`config.mk`:
```
export PLATFORM = sky130hd
export DESIGN_NAME = ps2_set1_scancode_to_ascii_unit_flat
export DESIGN_NICKNAME = d
export VERILOG_FILES = /design/src/hdl/ps2a_pkg.sv /design/src/hdl/ps2a_byte_if.sv /design/src/hdl/ps2a_event_if.sv /design/src/hdl/ps2_set1_scancode_to_ascii_unit.sv /design/src/flat_wrapper.sv
export SDC_FILE = /design/constraint.sdc
export NUM_CORES = 1
export LEC_CHECK = 0
export ABC_CLOCK_PERIOD_IN_PS = 2500
export BUFFER_PORTS_ARGS = -buffer_cell sky130_fd_sc_hd__buf_2
export CORE_UTILIZATION = 50
export CTS_CLUSTER_DIAMETER = 80
export CTS_CLUSTER_SIZE = 28
export DETAILED_ROUTE_END_ITERATION = 8
export GPL_TIMING_DRIVEN = 0
export HOLD_SLACK_MARGIN = 0.05
export PLACE_DENSITY = 0.8
export SYNTH_ARGS = -nofsm -noshare
export SYNTH_HDL_FRONTEND = slang
export SYNTH_SLANG_ARGS = --single-unit
```
`constraint.sdc`:
```
create_clock -name clk -period 2.5 [get_ports clk]
set_input_delay 0.25 -clock clk [delete_from_list [all_inputs] [get_ports clk]]
set_output_delay 0.25 -clock clk [all_outputs]
set_load 0.005 [all_outputs]
```
`src/hdl/ps2a_pkg.sv`:
```
package ps2a_pkg;

  // field widths
  localparam int unsigned ByteW = 8;
  localparam int unsigned CodeW = 9;
  localparam int unsigned CharW = 7;

  typedef logic [ByteW-1:0] byte_t;
  typedef logic [CodeW-1:0] code_t;
  typedef logic [CharW-1:0] char_t;

  // special bytes and modifier keys
  localparam byte_t BREAK_BASE  = 8'h80;
  localparam byte_t PREFIX_EXT  = 8'hE0;
  localparam byte_t PREFIX_IGN  = 8'hE1;
  localparam byte_t LSHIFT_CODE = 8'h2A;
  localparam byte_t RSHIFT_CODE = 8'h36;
  localparam byte_t LCTRL_CODE  = 8'h1D;
  localparam byte_t RCTRL_CODE  = 8'h38;
  localparam byte_t KEY_CAPS    = 8'h3A;

  // character rom covers codes below this
  localparam byte_t ROM_SIZE = 8'h54;

  localparam char_t MAP_REGULAR [0:83] = '{
    7'h00, 7'h00, 7'h31, 7'h32, 7'h33, 7'h34, 7'h35, 7'h36,
    7'h37, 7'h38, 7'h39, 7'h30, 7'h2D, 7'h3D, 7'h08, 7'h09,
    7'h71, 7'h77, 7'h65, 7'h72, 7'h74, 7'h79, 7'h75, 7'h69,
    7'h6F, 7'h70, 7'h5B, 7'h5D, 7'h0A, 7'h00, 7'h61, 7'h73,
    7'h64, 7'h66, 7'h67, 7'h68, 7'h6A, 7'h6B, 7'h6C, 7'h3B,
    7'h27, 7'h60, 7'h00, 7'h5C, 7'h7A, 7'h78, 7'h63, 7'h76,
    7'h62, 7'h6E, 7'h6D, 7'h2C, 7'h2E, 7'h2F, 7'h00, 7'h2A,
    7'h00, 7'h20, 7'h00, 7'h00, 7'h00, 7'h00, 7'h00, 7'h00,
    7'h00, 7'h00, 7'h00, 7'h00, 7'h00, 7'h00, 7'h00, 7'h37,
    7'h38, 7'h39, 7'h2D, 7'h34, 7'h35, 7'h36, 7'h2B, 7'h31,
    7'h32, 7'h33, 7'h30, 7'h2E
  };

  localparam char_t MAP_SHIFT [0:83] = '{
    7'h00, 7'h00, 7'h21, 7'h40, 7'h23, 7'h24, 7'h25, 7'h5E,
    7'h26, 7'h2A, 7'h28, 7'h29, 7'h5F, 7'h2B, 7'h08, 7'h09,
    7'h51, 7'h57, 7'h45, 7'h52, 7'h54, 7'h59, 7'h55, 7'h49,
    7'h4F, 7'h50, 7'h7B, 7'h7D, 7'h0A, 7'h00, 7'h41, 7'h53,
    7'h44, 7'h46, 7'h47, 7'h48, 7'h4A, 7'h4B, 7'h4C, 7'h3A,
    7'h22, 7'h7E, 7'h00, 7'h5C, 7'h5A, 7'h58, 7'h43, 7'h56,
    7'h42, 7'h4E, 7'h4D, 7'h3C, 7'h3E, 7'h3F, 7'h00, 7'h2A,
    7'h00, 7'h20, 7'h00, 7'h00, 7'h00, 7'h00, 7'h00, 7'h00,
    7'h00, 7'h00, 7'h00, 7'h00, 7'h00, 7'h00, 7'h00, 7'h37,
    7'h38, 7'h39, 7'h2D, 7'h34, 7'h35, 7'h36, 7'h2B, 7'h31,
    7'h32, 7'h33, 7'h30, 7'h2E
  };

  // character for a non-extended press; caps together with shift uses the regular map
  function automatic char_t translate(byte_t key, logic shift, logic caps);
    char_t c;
    c = '0;
    if (key < ROM_SIZE) begin
      if (shift && !caps) begin
        c = MAP_SHIFT[key[6:0]];
      end else begin
        c = MAP_REGULAR[key[6:0]];
        if (caps && !shift && c >= 7'h61 && c <= 7'h7A) begin
          c[5] = 1'b0;
        end
      end
    end
    return c;
  endfunction

endpackage

```
`src/hdl/ps2a_byte_if.sv`:
```
interface ps2a_byte_if;
  import ps2a_pkg::*;

  logic  valid;
  logic  ready;
  byte_t scan_byte;

  modport source (output valid, output scan_byte, input ready);
  modport sink (input valid, input scan_byte, output ready);
endinterface

```
`src/hdl/ps2a_event_if.sv`:
```
interface ps2a_event_if;
  import ps2a_pkg::*;

  logic  valid;
  logic  ready;
  logic  event_valid;
  code_t key_code;
  logic  released;
  logic  left_shift;
  logic  right_shift;
  logic  left_ctrl;
  logic  right_ctrl;
  logic  caps_lock;
  char_t ascii_char;

  modport source (
    output valid, output event_valid, output key_code, output released,
    output left_shift, output right_shift, output left_ctrl, output right_ctrl,
    output caps_lock, output ascii_char, input ready
  );
  modport sink (
    input valid, input event_valid, input key_code, input released,
    input left_shift, input right_shift, input left_ctrl, input right_ctrl,
    input caps_lock, input ascii_char, output ready
  );
endinterface

```
`src/hdl/ps2_set1_scancode_to_ascii_unit.sv`:
```
// a result word is registered: it is on event_out in the cycle after its byte is taken
// throughput: one byte per cycle while the receiver keeps reading; the key state and result register update together
// a byte is taken whenever the result register is empty or being read in that cycle
// reset (rst, synchronous): clears the prefix flag, shift, ctrl and caps lock state
// and empties the result register
module ps2_set1_scancode_to_ascii_unit (
  input logic         clk,
  input logic         rst,
  ps2a_byte_if.sink   scan_in,
  ps2a_event_if.source event_out
);
  import ps2a_pkg::*;

  // key state
  logic ext_pending, ext_pending_next;
  logic lshift, lshift_next;
  logic rshift, rshift_next;
  logic lctrl, lctrl_next;
  logic rctrl, rctrl_next;
  logic caps, caps_next;

  // result register
  logic  out_valid;
  logic  res_event;
  code_t res_code;
  logic  res_rel;
  logic  res_lshift, res_rshift, res_lctrl, res_rctrl, res_caps;
  char_t res_char;

  // decode signals
  byte_t raw;
  byte_t key;
  logic  rel;
  logic  is_prefix;
  logic  accept;
  char_t chr;

  assign scan_in.ready = !out_valid || event_out.ready;
  assign accept        = scan_in.valid && scan_in.ready;
  assign raw           = scan_in.scan_byte;

  // split break codes and update modifier state
  always_comb begin
    rel         = (raw > BREAK_BASE) && (raw < PREFIX_EXT);
    key         = rel ? (raw - BREAK_BASE) : raw;
    is_prefix   = (key == PREFIX_EXT) || (key == PREFIX_IGN);
    lshift_next = (key == LSHIFT_CODE) ? !rel : lshift;
    rshift_next = (key == RSHIFT_CODE) ? !rel : rshift;
    lctrl_next  = (key == LCTRL_CODE) ? !rel : lctrl;
    rctrl_next  = (key == RCTRL_CODE) ? !rel : rctrl;
    caps_next   = (key == KEY_CAPS && !rel) ? !caps : caps;
    if (is_prefix) begin
      ext_pending_next = ext_pending || (key == PREFIX_EXT);
    end else begin
      ext_pending_next = 1'b0;
    end
    // character only for a plain press
    if (rel || ext_pending || is_prefix) begin
      chr = '0;
    end else begin
      chr = translate(key, lshift_next || rshift_next, caps_next);
    end
  end

  // key state registers
  always_ff @(posedge clk) begin
    if (rst) begin
      ext_pending <= 1'b0;
      lshift      <= 1'b0;
      rshift      <= 1'b0;
      lctrl       <= 1'b0;
      rctrl       <= 1'b0;
      caps        <= 1'b0;
    end else if (accept) begin
      ext_pending <= ext_pending_next;
      lshift      <= lshift_next;
      rshift      <= rshift_next;
      lctrl       <= lctrl_next;
      rctrl       <= rctrl_next;
      caps        <= caps_next;
    end
  end

  // result valid flag
  always_ff @(posedge clk) begin
    if (rst) begin
      out_valid <= 1'b0;
    end else if (accept) begin
      out_valid <= 1'b1;
    end else if (event_out.ready) begin
      out_valid <= 1'b0;
    end
  end

  // result payload
  always_ff @(posedge clk) begin
    if (accept) begin
      res_event  <= !is_prefix;
      res_code   <= is_prefix ? '0 : {ext_pending, key};
      res_rel    <= rel && !is_prefix;
      res_lshift <= lshift_next;
      res_rshift <= rshift_next;
      res_lctrl  <= lctrl_next;
      res_rctrl  <= rctrl_next;
      res_caps   <= caps_next;
      res_char   <= chr;
    end
  end

  assign event_out.valid       = out_valid;
  assign event_out.event_valid = res_event;
  assign event_out.key_code    = res_code;
  assign event_out.released    = res_rel;
  assign event_out.left_shift  = res_lshift;
  assign event_out.right_shift = res_rshift;
  assign event_out.left_ctrl   = res_lctrl;
  assign event_out.right_ctrl  = res_rctrl;
  assign event_out.caps_lock   = res_caps;
  assign event_out.ascii_char  = res_char;

endmodule

```
`src/flat_wrapper.sv`:
```
// flat-port wrapper written by rule: the top's interface ports become plain ports
module ps2_set1_scancode_to_ascii_unit_flat import ps2a_pkg::*;
  (clk, rst, scan_in_valid, scan_in_scan_byte, scan_in_ready, event_out_valid, event_out_event_valid, event_out_key_code, event_out_released, event_out_left_shift, event_out_right_shift, event_out_left_ctrl, event_out_right_ctrl, event_out_caps_lock, event_out_ascii_char, event_out_ready);
  ps2a_byte_if scan_in_i ();
  ps2a_event_if event_out_i ();
  input logic clk;
  input logic rst;
  input wire logic [$bits(scan_in_i.valid)-1:0] scan_in_valid;
  input wire logic [$bits(scan_in_i.scan_byte)-1:0] scan_in_scan_byte;
  output wire logic [$bits(scan_in_i.ready)-1:0] scan_in_ready;
  output wire logic [$bits(event_out_i.valid)-1:0] event_out_valid;
  output wire logic [$bits(event_out_i.event_valid)-1:0] event_out_event_valid;
  output wire logic [$bits(event_out_i.key_code)-1:0] event_out_key_code;
  output wire logic [$bits(event_out_i.released)-1:0] event_out_released;
  output wire logic [$bits(event_out_i.left_shift)-1:0] event_out_left_shift;
  output wire logic [$bits(event_out_i.right_shift)-1:0] event_out_right_shift;
  output wire logic [$bits(event_out_i.left_ctrl)-1:0] event_out_left_ctrl;
  output wire logic [$bits(event_out_i.right_ctrl)-1:0] event_out_right_ctrl;
  output wire logic [$bits(event_out_i.caps_lock)-1:0] event_out_caps_lock;
  output wire logic [$bits(event_out_i.ascii_char)-1:0] event_out_ascii_char;
  input wire logic [$bits(event_out_i.ready)-1:0] event_out_ready;
  assign scan_in_i.valid = scan_in_valid;
  assign scan_in_i.scan_byte = scan_in_scan_byte;
  assign scan_in_ready = scan_in_i.ready;
  assign event_out_valid = event_out_i.valid;
  assign event_out_event_valid = event_out_i.event_valid;
  assign event_out_key_code = event_out_i.key_code;
  assign event_out_released = event_out_i.released;
  assign event_out_left_shift = event_out_i.left_shift;
  assign event_out_right_shift = event_out_i.right_shift;
  assign event_out_left_ctrl = event_out_i.left_ctrl;
  assign event_out_right_ctrl = event_out_i.right_ctrl;
  assign event_out_caps_lock = event_out_i.caps_lock;
  assign event_out_ascii_char = event_out_i.ascii_char;
  assign event_out_i.ready = event_out_ready;
  ps2_set1_scancode_to_ascii_unit u_core (.clk(clk), .rst(rst), .scan_in(scan_in_i), .event_out(event_out_i));
endmodule
```
==> results.toml, run 1 <==
[job]
drv_cap = 0

[final_layout]
fin_cells = 441
post-route-util = 0.620
layout_common_cells = "41 x buf_2, 29 x nor2_1, 28 x nand2_1"
fin_nets = 396
final_area_mm2 = 0.00323
final_common_cell = "buf_2"
syn2layout_area_growth_pct = 17.0
drive_gt1_frac = 0.248
antenna_cells = 0

[global_routing]
antenna_found_initial = 0
grtUsageTotal = 0.316
grt_max_degree = 33
grt_overflow = 0
grt_first_pass_wirelength_mm = 14.1
first_global_vias = 2657

[critical_path]
timing.rr.start = "u_core.lshift"
path_delay_family = "compound AO/OA/AOI/OAI gates"
crit_required_ns = 2.54
crit_fanout = 10
start_kind = "input port"
crit_path_end_kind = "register"
rr_endpoint = "u_core.event_out.ascii_char[5]"
arrival_ns = 2.55
crit_chain = "buf_2 > buf_6 > clkinvlp_4 > ha_1 > clkbuf_4 > a21bo_2 > o32a_1 > o221ai_2 > a31oi_4 > and4_1 > a221oi_2 > o21ai_1"
cpPeakStageDelay_ns = 0.27
rr_worst_depth = 6
path_buf_inv = 4
crit_slowest_cell = "ha_1"
crit_type = "in -> reg"
r2r_setup_slack_ns = 0.76

[drt]
vias_per_cell = 6.54
dr.pass1.iters = 6
ant_nets = 0
num_vias = 2886
drtIter0Drc = 469
drc = 0
wirelength_mm = 9.13
wire_per_inst_um = 20.7

[sta]
fin_ws_ns = -0.0150
fin_skew_ns = 0.00297
rsz0062_at_grt = "true"
post-route-min-period_ns = 2.51
relSlewSlack = 0.505
hold_slack_ns = 0.204
fmax_mhz = 398
hold_viol = 0
period_share = 1.01
setup_viol = 1
tightest_slew_ns = 0.743
finalMaxSlewViolations = 0

[placement]
place.gp.congestion = 1.03
io_buffers = 32
placement.cell_area_mm2 = 0.00301
dpl.cell_count = 429
hpwl_mm = 6.43

[min_path]
min_path_type = "in -> reg"
hold_start = "scan_in_valid"
hold_path_end = "u_core.event_out.valid"
whs_path_depth = 3

[run_status]
violations = "negative setup slack"
outcome = "finished with violations"

[yosys]
yosys.area.top_type_share = 0.250
yosys_warnings = 0
ys.flop_type = "edfxtp_1"
synth_seq_area_share = 0.301
syn_avg_cell_area_um2 = 8.44
synth_top_area_cell = "edfxtp_1"
synth_nets = 353
synth.area.top_cells = "edfxtp_1 25%, ha_1 6.3%, dfxtp_1 5.1%"
ys_types = 65
synthCells = 327
synth.ff_latch_count = 30
synth_edf_count = 23
mappedNetlistArea_mm2 = 0.00276
synthArstFlopShare = 0

[pwr]
pwr_density_cell_mw_per_mm2 = 436
ir_drop_v = 0.000396
p_switching_w = 0.000462
clockPowerShare = 0.295
cellLeakagePower_nw = 1.29
p_int_w = 0.000945
seq_power_share = 0.404
power.share.switching = 0.328
power_frac_comb = 0.300

[clocking]
insertion_delay_ns = 0.29
htreeDepth = 2
cts_inserted_buffers = 5
clk_pin_slew_ns = 0.07
hold_buffers = 0
clk_path_buf_depth = 2
cts.sinks = 30
cts_tree = "built"
cts_root_buf = "clkbuf_8"

[floorplanning]
initial_core_util = 0.530
dieArea_mm2 = 0.00582
std_cell_rows = 26
io_pins = 37
die_w_um = 76.3
die_h_um = 76.3
core_area_mm2 = 0.00520
## cells by family after synthesis
family	count (synthesis)	share of synthesized area
XOR/XNOR	2	0.00635
AND/OR/NAND/NOR	121	0.237
flip-flops	30	0.301
buffers and inverters	45	0.0834
AO/OA/AOI/OAI	102	0.261
multiplexers	13	0.0481
adder cells (fa/ha/maj)	14	0.0635
## worst max-delay path by stage
stage	from	endpoint	slack, ns	depth (start not counted)
after floorplan	scan_in_scan_byte[0]	u_core.event_out.ascii_char[5]	0.06	10
final	scan_in_scan_byte[0]	u_core.event_out.ascii_char[5]	-0.01	12
after CTS	scan_in_scan_byte[0]	u_core.event_out.ascii_char[5]	0.005	12
after detailed placement	scan_in_scan_byte[0]	u_core.event_out.ascii_char[5]	-0.50	11
after global routing	scan_in_scan_byte[0]	u_core.event_out.ascii_char[5]	-0.12	12
after global placement	scan_in_scan_byte[0]	u_core.event_out.ascii_char[5]	-0.51	11
## sequential cells by signal, indices dropped and copies added, names as in the netlist
name and count:
u_core.caps 1, u_core.event_out.ascii_char 7, u_core.event_out.caps_lock 1, u_core.event_out.event_valid 1, u_core.event_out.key_code 9, u_core.event_out.left_ctrl 1
u_core.event_out.left_shift 1, u_core.event_out.released 1, u_core.event_out.right_ctrl 1, u_core.event_out.right_shift 1, u_core.event_out.valid 1, u_core.ext_pending 1
u_core.lctrl 1, u_core.lshift 1, u_core.rctrl 1, u_core.rshift 1
## layer usage
metal,up-vias,global-route usage,wire length (um)
li1,1289,-,-
met1,1313,0.416,3660
met2,243,0.466,3940
met3,41,0.108,1200
met4,0,0.146,332
met5,-,0,0
## per-stage QoR
step                      worst slack (ns)  TNS (ns)  total power (W)
after CTS                          0.00469         0          0.00138
after detailed placement            -0.503     -2.17         0.000952
after global placement              -0.511     -1.99         0.000953
after floorplan                     0.0639         0         0.000834
after global routing                -0.121    -0.121          0.00146
final                              -0.0150   -0.0150          0.00141
## cell type report
class	instances	area, um2
multi-input combinational	252	1770
inverter	15	62.6
clock inverter	2	12.5
tap	70	87.6
sequential	30	831
buffer	29	188
timing repair buffer	37	198
clock buffer	6	82.6
fill	461	1980
## cells in the mapped netlist, types with 3 or more instances
cell / instances
mux2i_1: 11
o211ai_1: 5
a211oi_1: 10
o21ai_1: 5
nand4_1: 5
buf_4: 4
a21o_1: 4
a22oi_1: 4
a21oi_1: 18
and2_1: 6
o21a_1: 5
buf_2: 10
nand2b_1: 14
o21ai_0: 14
dfxtp_1: 7
clkbuf_1: 11
a311oi_1: 4
inv_1: 15
o31ai_1: 4
and3_1: 3
nor2_1: 29
nand2_1: 28
edfxtp_1: 23
ha_1: 14
buf_6: 4
nor2b_1: 4
nand3_1: 8
a31oi_1: 4
nor3_1: 7
## worst register-to-register path: stages (launching register included)
cell      delay (ns)
dfxtp_1         0.30
inv_1           0.06
mux2i_1         0.10
nand2b_1        0.17
or4_1           0.56
a221oi_2        0.20
o21ai_1         0.10
## timing repair
| item | in CTS | in global routing |
|---|---|---|
| buffers inserted | 3 | 2 |
| setup endpoints to repair | 3 | 5 |
| endpoints found under the hold margin | 0 | 0 |
| pin swaps | 1 | 2 |
| resized for setup | 5 | 13 |
## power groups by stage
stage / logic (W) / clock network (W) / registers (W)
finish: 0.000422 / 0.000416 / 0.000569
global route: 0.000446 / 0.000440 / 0.000571
CTS: 0.000384 / 0.000422 / 0.000569
detailed placement: 0.000372 / 0 / 0.000580
global placement: 0.000373 / 0 / 0.000579
floorplan: 0.000249 / 0 / 0.000584
(Power assumes the default switching activity.)
==> run 2, diff against run 1 <==
--- a/config.mk
+++ b/config.mk
@@ -5,6 +5,7 @@
 export SDC_FILE = /design/constraint.sdc
 export NUM_CORES = 1
 export LEC_CHECK = 0
+export ABC_AREA = 1
 export ABC_CLOCK_PERIOD_IN_PS = 2500
 export BUFFER_PORTS_ARGS = -buffer_cell sky130_fd_sc_hd__buf_2
 export CORE_UTILIZATION = 50
==> run 2 against run 1 <==
Against the previous run: the run now ends clean; sequential power grew 3%; register-to-register slack got worse by 0.15 ns; flip-flop and latch count stayed put; clock skew up 0.0034 ns; die area down 1.8%; power decreased by 1.3%; global-route usage shrank 0.069 points; setup slack improved by 0.25 ns; hold slack better by 0.038 ns; core utilization fell by 2.9 points; critical path type unchanged; highest routed layer unchanged.
==> results.toml, run 2 <==
[final_layout]
layout_common_cells = "134 x nand2_1, 48 x inv_1, 39 x buf_2"
largest_reg_flops = 9
nFillCells = 491
fin_cells = 519
antenna_cells = 0
final_area_mm2 = 0.00306
final_common_cell = "nand2_1"
fin_nets = 474
syn2layout_area_growth_pct = 12.8
drive_gt1_frac = 0.174

[critical_path]
cpPeakStageDelay_ns = 0.43
crit_chain = "buf_2 > inv_1 > ha_1 > inv_1 > nand2_1 > nand2_1 > nand2_1 > nor2_1 > nor2_1 > nor2_1 > nor2_2 > inv_1 > nor2_1 > nand2_1 > nand3_1 > nand2_1 > a21oi_2"
rr_worst_depth = 5
arrival_ns = 2.42
crit_path_frequent_cell = "nand2_1"
crit_type = "in -> reg"
path_delay_family = "simple AND/OR/NAND/NOR gates"
r2r_setup_slack_ns = 0.61
start_kind = "input port"
crit_slowest_cell = "ha_1"
crit_required_ns = 2.65
timing.rr.start = "u_core.event_out.valid"
crit_path_end_kind = "register"
rr_endpoint = "u_core.ext_pending"
crit_fanout = 12
path_buf_inv = 4

[floorplanning]
io_pins = 37
std_cell_rows = 26
initial_core_util = 0.524
core_area_mm2 = 0.00517
die_w_um = 75.6
dieArea_mm2 = 0.00572
die_h_um = 75.6

[drt]
wl_met3_um = 814
num_vias = 2859
vias_per_cell = 5.51
ant_nets = 0
drc = 0
met1Wirelength_mm = 3.86
dr.pass1.iters = 7
top_layer = "met4"
wire_per_inst_um = 16.4
drtIter0Drc = 275
wirelength_mm = 8.49
wl_met2_mm = 3.61

[min_path]
min_path_type = "in -> reg"
hold_path_end = "u_core.event_out.valid"
whs_path_depth = 2
hold_start = "rst"

[global_routing]
grt_overflow = 0
grt_max_degree = 28
grtUsageTotal = 0.316
antenna_found_initial = 0
first_global_vias = 2469
grt_first_pass_wirelength_mm = 13.0

[yosys]
synthArstFlopShare = 0
synth_seq_area_share = 0.307
yosys_warnings = 0
synth_edf_count = 23
synth_nets = 432
yosys.area.top_type_share = 0.255
ys.flop_type = "edfxtp_1"
syn_avg_cell_area_um2 = 6.67
synth.area.top_cells = "edfxtp_1 25%, nand2_1 19%, nand3_1 6.7%"
synth.ff_latch_count = 30
ys_types = 38
mappedNetlistArea_mm2 = 0.00271
synth_top_area_cell = "edfxtp_1"
synthCells = 406
netlist_top_cells_count = "134 x nand2_1, 48 x inv_1, 36 x nand3_1"
synth.most_common_cell = "nand2_1"

[placement]
io_buffers = 35
placement.cell_area_mm2 = 0.00297
place.gp.congestion = 1.02
hpwl_mm = 6.56
dpl.cell_count = 511

[sta]
period_share = 0.907
setup_viol = 0
setup_tns_ns = 0
hold_viol = 0
fin_skew_ns = 0.00636
hold_slack_ns = 0.241
post-route-min-period_ns = 2.27
rsz0062_at_grt = "false"
tightest_slew_ns = 0.995
fmax_mhz = 441
relSlewSlack = 0.336
finalMaxSlewViolations = 0

[clocking]
clk_path_buf_depth = 2
insertion_delay_ns = 0.29
cts_resized = 0
htreeDepth = 2
postCtsSetupBuffers = 0
hold_buffers = 0
cts_inserted_buffers = 5
cts_tree = "built"
cts.sinks = 30
clk_pin_slew_ns = 0.07
cts_root_buf = "clkbuf_8"

[run_status]
outcome = "completed"

[pwr]
power_w = 0.00139
pwr_density_cell_mw_per_mm2 = 454
ir_drop_v = 0.000236
cellLeakagePower_nw = 1.55

[job]
drv_cap = 0
-- run 2: cell count changes after synthesis, moves of 5 or more --
cell | previous run | this run
and2_1 | 6 | 0
a211oi_1 | 10 | 0
nor3_1 | 7 | 2
inv_1 | 15 | 48
o21ai_0 | 14 | 25
clkbuf_1 | 11 | 4
nand3_1 | 8 | 36
nand2_1 | 28 | 134
nand2b_1 | 14 | 0
nor2_2 | 0 | 5
buf_2 | 10 | 4
mux2i_1 | 11 | 0
-- run 2: worst max path at each step --
stage                              start                        endpoint  slack (ns)  cells past startpoint
global route        scan_in_scan_byte[1]  u_core.event_out.ascii_char[5]        0.03                     17
global placement    scan_in_scan_byte[1]  u_core.event_out.ascii_char[5]       -0.06                     17
detailed placement  scan_in_scan_byte[1]  u_core.event_out.ascii_char[5]       -0.04                     17
CTS                 scan_in_scan_byte[1]  u_core.event_out.ascii_char[5]        0.26                     17
floorplan           scan_in_scan_byte[1]  u_core.event_out.ascii_char[5]        0.60                     16
finish              scan_in_scan_byte[1]  u_core.event_out.ascii_char[5]        0.23                     17
-- run 2: cells by family after synthesis --
group | Yosys count | synth area share
flops | 30 | 0.307
compound gates | 63 | 0.134
simple gates | 229 | 0.373
fa+ha+maj | 14 | 0.0647
buf+inv | 70 | 0.121
-- run 2: worst register-to-register path: cells and delay by family (launching register included) --
family,cells,cell delay [ns]
AOI/OAI and AO/OA,1,0.25
and+or+nand+nor,3,0.45
DFF,1,0.31
buffers and inverters,1,0.79
-- run 2: where the power goes --
part	internal [W]	switching [W]
Clock	0.000190	0.000195
Sequential	0.000577	0.00000746
Combinational	0.000136	0.000283
-- run 2: cell type report --
class,count,area [um2],area share
plain buffers,17,125,0.0409
clock buffers,5,68.8,0.0225
clock inverters,3,16.3,0.00532
inverters,53,204,0.0667
multi-input cells,306,1550,0.507
flip-flops and latches,30,831,0.272
well taps,70,87.6,0.0287
repair buffers,35,175,0.0573
-- run 2: per-stage QoR --
stage | utilization | setup WS (ns)
2_1_floorplan | - | 0.596
3_3_place_gp | 0.575 | -0.0554
3_5_place_dp | 0.575 | -0.0399
4_1_cts | 0.591 | 0.259
5_1_grt | 0.591 | 0.0298
6_report | 0.591 | 0.231
-- run 2: metal layers --
| metal | up-vias | global-route usage |
|---|---|---|
| li1 | 1416 | - |
| met1 | 1265 | 0.467 |
| met2 | 157 | 0.458 |
| met3 | 21 | 0.0582 |
| met4 | 0 | 0.105 |
| met5 | - | 0 |
